===== src/dhlt_pkg.sv =====
// Shared constants, types and functions for the DH link transform block.
package dhlt_pkg;

	localparam int CordicStages = 28;
	localparam int Stages = (CordicStages > 32) ? 32 : ((CordicStages < 0) ? 0 : CordicStages);
	localparam int XW = 34;
	localparam logic signed [XW-1:0] Gain = 34'sd652032874;
	localparam logic signed [XW-1:0] OneQ30 = 34'sd1073741824;
	localparam int AddrW = 4;

	localparam logic [AddrW-1:0] RegTheta = 4'd0;
	localparam logic [AddrW-1:0] RegAlpha = 4'd4;
	localparam logic [AddrW-1:0] RegLen = 4'd8;
	localparam logic [AddrW-1:0] RegOff = 4'd12;

	typedef struct packed {
		logic [31:0] joint_angle;
		logic [31:0] twist_angle;
		logic signed [31:0] length_delta;
		logic signed [31:0] offset_delta;
	} in_t;

	typedef struct packed {
		logic signed [31:0] m00;
		logic signed [31:0] m01;
		logic signed [31:0] m02;
		logic signed [31:0] m03;
		logic signed [31:0] m10;
		logic signed [31:0] m11;
		logic signed [31:0] m12;
		logic signed [31:0] m13;
		logic signed [31:0] m21;
		logic signed [31:0] m22;
		logic signed [31:0] m23;
	} out_t;

	// One CORDIC lane: rotation vector, residual angle and quadrant flip.
	typedef struct packed {
		logic signed [XW-1:0] x;
		logic signed [XW-1:0] y;
		logic signed [32:0] z;
		logic flip;
	} lane_t;

	// Data that rides alongside the CORDIC lanes.
	typedef struct packed {
		logic signed [31:0] a;
		logic signed [31:0] d;
	} side_t;

	function automatic logic signed [32:0] atan_of(input int i);
		logic signed [32:0] t;
		case (i)
			0: t = 33'sd536870912;
			1: t = 33'sd316933406;
			2: t = 33'sd167458907;
			3: t = 33'sd85004756;
			4: t = 33'sd42667331;
			5: t = 33'sd21354465;
			6: t = 33'sd10679838;
			7: t = 33'sd5340245;
			8: t = 33'sd2670163;
			9: t = 33'sd1335087;
			10: t = 33'sd667544;
			11: t = 33'sd333772;
			12: t = 33'sd166886;
			13: t = 33'sd83443;
			14: t = 33'sd41722;
			15: t = 33'sd20861;
			16: t = 33'sd10430;
			17: t = 33'sd5215;
			18: t = 33'sd2608;
			19: t = 33'sd1304;
			20: t = 33'sd652;
			21: t = 33'sd326;
			22: t = 33'sd163;
			23: t = 33'sd81;
			24: t = 33'sd41;
			25: t = 33'sd20;
			26: t = 33'sd10;
			27: t = 33'sd5;
			28: t = 33'sd3;
			29: t = 33'sd1;
			30: t = 33'sd1;
			default: t = 33'sd0;
		endcase
		return t;
	endfunction

	function automatic logic signed [31:0] sat32(input logic signed [63:0] v);
		logic signed [31:0] r;
		if (v > 64'sd2147483647) begin
			r = 32'sh7fffffff;
		end else if (v < -64'sd2147483648) begin
			r = 32'sh80000000;
		end else begin
			r = v[31:0];
		end
		return r;
	endfunction

	function automatic logic signed [31:0] clamp30(input logic signed [XW-1:0] v);
		logic signed [XW-1:0] r;
		if (v > OneQ30) begin
			r = OneQ30;
		end else if (v < -OneQ30) begin
			r = -OneQ30;
		end else begin
			r = v;
		end
		return r[31:0];
	endfunction

	// Rounded half up, floor shift by 30.
	function automatic logic signed [63:0] rnd30(input logic signed [63:0] p);
		logic signed [63:0] t;
		t = p + 64'sd536870912;
		return t >>> 30;
	endfunction

endpackage


===== src/dhlt_cell.sv =====
// One CORDIC micro-rotation cell for both angle lanes, with its pipeline register.
module dhlt_cell (
	input logic clk,
	input logic arst_n,
	input logic en,
	input logic [4:0] idx,
	input logic vld_in,
	input dhlt_pkg::lane_t th_in,
	input dhlt_pkg::lane_t al_in,
	input dhlt_pkg::side_t side_in,
	output logic vld_s1,
	output dhlt_pkg::lane_t th_s1,
	output dhlt_pkg::lane_t al_s1,
	output dhlt_pkg::side_t side_s1
);
	dhlt_pkg::lane_t th_nx, al_nx;
	logic signed [32:0] at;

	assign at = dhlt_pkg::atan_of(int'(idx));

	always_comb begin
		th_nx = th_in;
		al_nx = al_in;
		if (!th_in.z[32]) begin
			th_nx.x = th_in.x - (th_in.y >>> idx);
			th_nx.y = th_in.y + (th_in.x >>> idx);
			th_nx.z = th_in.z - at;
		end else begin
			th_nx.x = th_in.x + (th_in.y >>> idx);
			th_nx.y = th_in.y - (th_in.x >>> idx);
			th_nx.z = th_in.z + at;
		end
		if (!al_in.z[32]) begin
			al_nx.x = al_in.x - (al_in.y >>> idx);
			al_nx.y = al_in.y + (al_in.x >>> idx);
			al_nx.z = al_in.z - at;
		end else begin
			al_nx.x = al_in.x + (al_in.y >>> idx);
			al_nx.y = al_in.y - (al_in.x >>> idx);
			al_nx.z = al_in.z + at;
		end
	end

	always_ff @(posedge clk or negedge arst_n) begin
		if (!arst_n) begin
			vld_s1 <= 1'b0;
		end else if (en) begin
			vld_s1 <= vld_in;
		end
	end

	always_ff @(posedge clk) begin
		if (en) begin
			th_s1 <= th_nx;
			al_s1 <= al_nx;
			side_s1 <= side_in;
		end
	end
endmodule


===== config.mk =====
export PLATFORM = sky130hd
export DESIGN_NAME = dhlt_cell
export DESIGN_NICKNAME = d
export VERILOG_FILES = /design/src/dhlt_pkg.sv /design/src/dhlt_cell.sv
export SDC_FILE = /design/constraint.sdc
export NUM_CORES = 1
export LEC_CHECK = 0
export BUFFER_PORTS_ARGS = -buffer_cell sky130_fd_sc_hd__buf_2
export CORE_MARGIN = 2
export CORE_UTILIZATION = 55
export CTS_CLUSTER_DIAMETER = 60
export DETAILED_ROUTE_END_ITERATION = 12
export PLACE_DENSITY = 0.79
export SETUP_SLACK_MARGIN = 0.5
export SLEW_MARGIN = 0
export SYNTH_ARGS = -nofsm -noshare
export SYNTH_HDL_FRONTEND = slang
export SYNTH_SLANG_ARGS = --single-unit

===== constraint.sdc =====
create_clock -name clk -period 1.1 [get_ports clk]
set_clock_uncertainty 0.2 [all_clocks]
set_input_delay 0.055 -clock clk [delete_from_list [all_inputs] [get_ports clk]]
set_output_delay 0.055 -clock clk [all_outputs]
set_load 0.05 [all_outputs]

==> results of run 1 <==
through the flow:
stage | setup WS, ns | instance area (um^2) | util [%] | hold WS, ns
after detailed placement | -4.599 | 46460 | 80.67 | -0.3696
after floorplan | -4.301 | 32910 | - | -0.4406
after CTS | -3.727 | 50360 | 87.46 | -0.5316
after global placement | -4.377 | 46460 | 80.67 | -0.3691
routing by layer:
metal / GRT overflow / global-route usage (%)
met1: 0 / 74.87
met2: 2 / 91.45
met3: 15 / 58.15
met4: 11 / 68.81
met5: 2 / 45.42
cell families after synthesis:
logic type	count (synthesis)	share of synthesized area, %
simple gates	908	13.60
flops	269	25.25
mux	389	19.68
xor+xnor	316	8.658
fa+ha+maj	214	8.517
buf+inv	265	4.403
compound gates	972	19.89
synthesized netlist by cell type (33+ instances only):
cell	number	area, um^2
nand2_1	280	1051
xor2_1	116	1016
inv_1	75	281.5
edfxtp_1	268	8048
nand3_1	44	220.2
a21oi_1	280	1401
nand2b_1	33	206.5
mux4_2	155	3491
mux2_2	69	777.0
mux2i_1	139	1391
nor3_1	43	215.2
xnor2_1	200	1752
o21ai_0	177	885.9
nor2b_1	37	231.5
a211oi_1	46	345.3
buf_2	39	195.2
nor2_1	293	1100
a31oi_1	69	431.7
o21a_1	33	247.7
ha_1	208	2603
clkbuf_1	79	296.5
a21o_1	86	645.6
repair_timing:
item / CTS
setup endpoints to repair: 472
pin swaps: 143
resized for setup: 303
endpoints found under the hold margin: 420
setup buffers: 101
hold buffers: 68
cloned: 8
==> run metrics, run 1 <==
outcome did not finish; asr flop ratio synth 0.3717%; DP Cell Count 5887; largest net degree at the start of global routing 48; syn_area_per_cell 9.591 um^2; GP Congestion 1.086; Synth Warn # 0; starting density of the core 55.51%; CTS Root Cell clkbuf_16; Error [ERROR GRT-0116] Global routing finished with congestion. Check the congestion regions in the DRC Viewer.; I/O pin count 546; sequential fraction of the synthesis area 25.25%; EDFF count, synth 268; dpl hpwl 120500 um; vias in the first global route 49.59k; post-synthesis cell type count 119; total gr overflow 30; global-route wire length before repair 329900 um; Top FF cell, synth edfxtp_1; H-tree depth 1; total track usage 74.32%; die width 245.1 um; clock tree buffer depth 3; Post-Syn Nets 3824; Gate Count Post-Synth 3333; Syn Std Cell Area 31970 um^2; Synth Register Bits 269; Port-buffer cells 545; Die Height 245.1 um; TritonCTS Buffers 29; Clock Sinks 269; stopping stage 5_1_grt; standard-cell rows 88
==> run 2: changes to the inputs <==
- CORE_UTILIZATION: 55 -> 40
- CTS_CLUSTER_DIAMETER: 60 -> default
- PLACE_DENSITY: 0.79 -> default
- PLACE_DENSITY_LB_ADDON: default -> 0.15
- SETUP_SLACK_MARGIN: 0.5 -> default
==> run metrics, run 2 <==
outcome finished with violations; failing checks negative hold slack, negative setup slack; Final period util 471.4%; Port-buffer cells 545; syn_area_per_cell 9.591 um^2; die width 286.7 um; Area contributors post-synth edfxtp_1, mux4_2, ha_1; vias 36.43k; R2R Path End vld_s1; top-count cell post-synth nor2_1; clock tree buffer depth 3; dpl hpwl 112900 um; asr flop ratio synth 0.3717%; worst-margin pin slew 1.052 ns; wire per inst 22.00 um; global-route wire length before repair 209800 um; CTS tree done; Gate Count Post-Synth 3333; unrepaired setup endpoints after global routing true; CTS Root Cell clkbuf_16; Final Worst Setup Slack -4.085 ns; total track usage 32.98%; sequential fraction of the synthesis area 25.25%; initial DRC count 2930; worst reg-to-reg path cell count 1; final setup violating endpoints 522; top cell type's share of synthesized area 25.18%; Final ANT Viol Nets 0; largest net degree at the start of global routing 30; area grow syn2layout 64.20%; Syn Std Cell Area 31970 um^2; Synth Register Bits 269; worst hold path stage count 2; Relative slew margins 29.85%; Post-Syn Nets 3824; setup tns final -714.60 ns; Top FF cell, synth edfxtp_1; total gr overflow 0; GP Congestion 1.001; Pleak 23.71 nW; initial antenna violation count 13; power density cells 1367 nW/um^2; TritonCTS Buffers 31; Reg clk slew, reported paths 0.06 ns; starting density of the core 40.46%; commonest non-fill, non-tap cell in the layout buf_4; Req. time, crit path 1.25 ns; WS Path Type in2reg; EDFF count, synth 268; Synth area leader edfxtp_1; vias in the first global route 35.32k; I/O pin count 546; Clock Sinks 269; Total Nets Final 5907; hold endpoint th_s1[1]; drt first pass iters 5; DRC 0; critical hold path startpoint th_in[1]; H-tree depth 1; die area 82190 um^2; worst min path class in2reg; post-synthesis cell type count 119; CORE AREA 79000 um^2; Max-Cap Viols 0; Tmin final 5.185 ns; r2r setup slk 0.11 ns; worst-path fanout max 8; startpoint class of the critical path input port; worst hold slack -0.4373 ns; commonest non-fill, non-tap cells in the layout buf_4, buf_2, nand2_1, edfxtp_1, nor2_1; share of cells above drive strength 1 52.67%; standard-cell rows 103; commonest cells in the netlist nor2_1, a21oi_1, nand2_1, edfxtp_1, ha_1; registers with the most flip-flops al_s1 x102, th_s1 x102, side_s1 x64; final WL 143000 um; RR Startpoint vld_s1; endpoint type of the worst setup path flip-flop; Synth Warn # 0; vias per std cell 5.603; Max IR drop VDD 1.420 mV; Worst-Skew Late Latency 0.59 ns; f_max 192.9 MHz; hold_buf cts 133; fin. max-slew vios 0; Die Height 286.7 um; Critical Path AT 5.33 ns; Fin. Hold Viols 85
-- run 2: worst max-delay path by stage --
stage,startpoint,cells past startpoint,endpoint,slack (ns)
after CTS,idx[0],23,al_s1[101],-3.92
after global placement,idx[0],24,al_s1[66],-4.76
final,idx[0],22,al_s1[100],-4.09
after floorplan,idx[0],27,th_s1[100],-4.30
after detailed placement,idx[0],24,th_s1[63],-4.77
after global routing,idx[0],22,al_s1[100],-4.17
-- run 2: worst max-delay path, stage by stage --
cell      delay, ns
buf_16         0.13
mux4_2         0.56
mux4_2         0.56
a222oi_1       0.62
buf_4          0.24
and3_4         0.18
and4_4         0.21
nor3b_4        0.21
and2_4         0.21
nor3b_4        0.20
a31oi_1        0.12
xnor2_1        0.14
buf_4          0.16
ha_4           0.26
nand4_1        0.10
or3_4          0.42
o21ai_4        0.22
nand4_1        0.18
a41oi_2        0.25
o21a_1         0.15
nor2_1         0.04
xnor2_1        0.11
-- run 2: per-layer routing --
metal  global-route usage [%]  wire, um
met1                    44.89     60720
met2                    53.39     65890
met3                    5.199     11290
met4                    10.99      5120
met5                        0        25
-- run 2: layout make-up --
| class | count | area [um^2] |
|---|---|---|
| antenna | 11 | 27.53 |
| clock buffer | 40 | 819.5 |
| clock inverter | 17 | 186.4 |
| fill | 6500 | 26510 |
| inverter | 79 | 321.6 |
| multi-input combinational | 2799 | 24990 |
| sequential | 269 | 8073 |
| tap | 1050 | 1314 |
| timing repair buffer | 2236 | 16760 |
-- run 2: stage by stage --
stage / instances / cell area, um^2 / worst slack, ns / total power [mW] / utilization (%)
6_report: 6501 / 52490 / -4.085 / 71.77 / 66.44
5_1_grt: 6500 / 52490 / -4.172 / 75.28 / 66.44
4_1_cts: 6424 / 50940 / -3.925 / 69.74 / 64.48
3_5_place_dp: 6173 / 46860 / -4.766 / 56.94 / 59.31
3_3_place_gp: 6173 / 46860 / -4.759 / 56.76 / 59.31
2_1_floorplan: 3333 / 32910 / -4.301 / 40.25 / -
-- run 2: logic make-up (layout without fill, tap and decap cells) --
family	Yosys count	count (layout)	synth area share (%)
flops	269	269	25.25
buf+inv	265	2372	4.403
simple gates	908	908	13.60
xor+xnor	316	316	8.658
fa+ha+maj	214	214	8.517
compound gates	972	972	19.89
mux	389	389	19.68
other cells	0	11	0
-- run 2: repair_timing --
action	CTS	global route
setup endpoints to repair	471	513
pin swaps	78	192
setup buffers	57	69
resized for setup	246	235
gates cloned	6	0
hold endpoints to repair	444	85
-- run 2: report_power, final --
group	total [mW]	internal, mW	switching (mW)
logic	46.2	20.1	26.1
clock network	10.4	5.95	4.46
registers	15.1	14.5	0.594
total	71.8	40.6	31.1
Note: power is estimated with default switching activity, not from simulation.
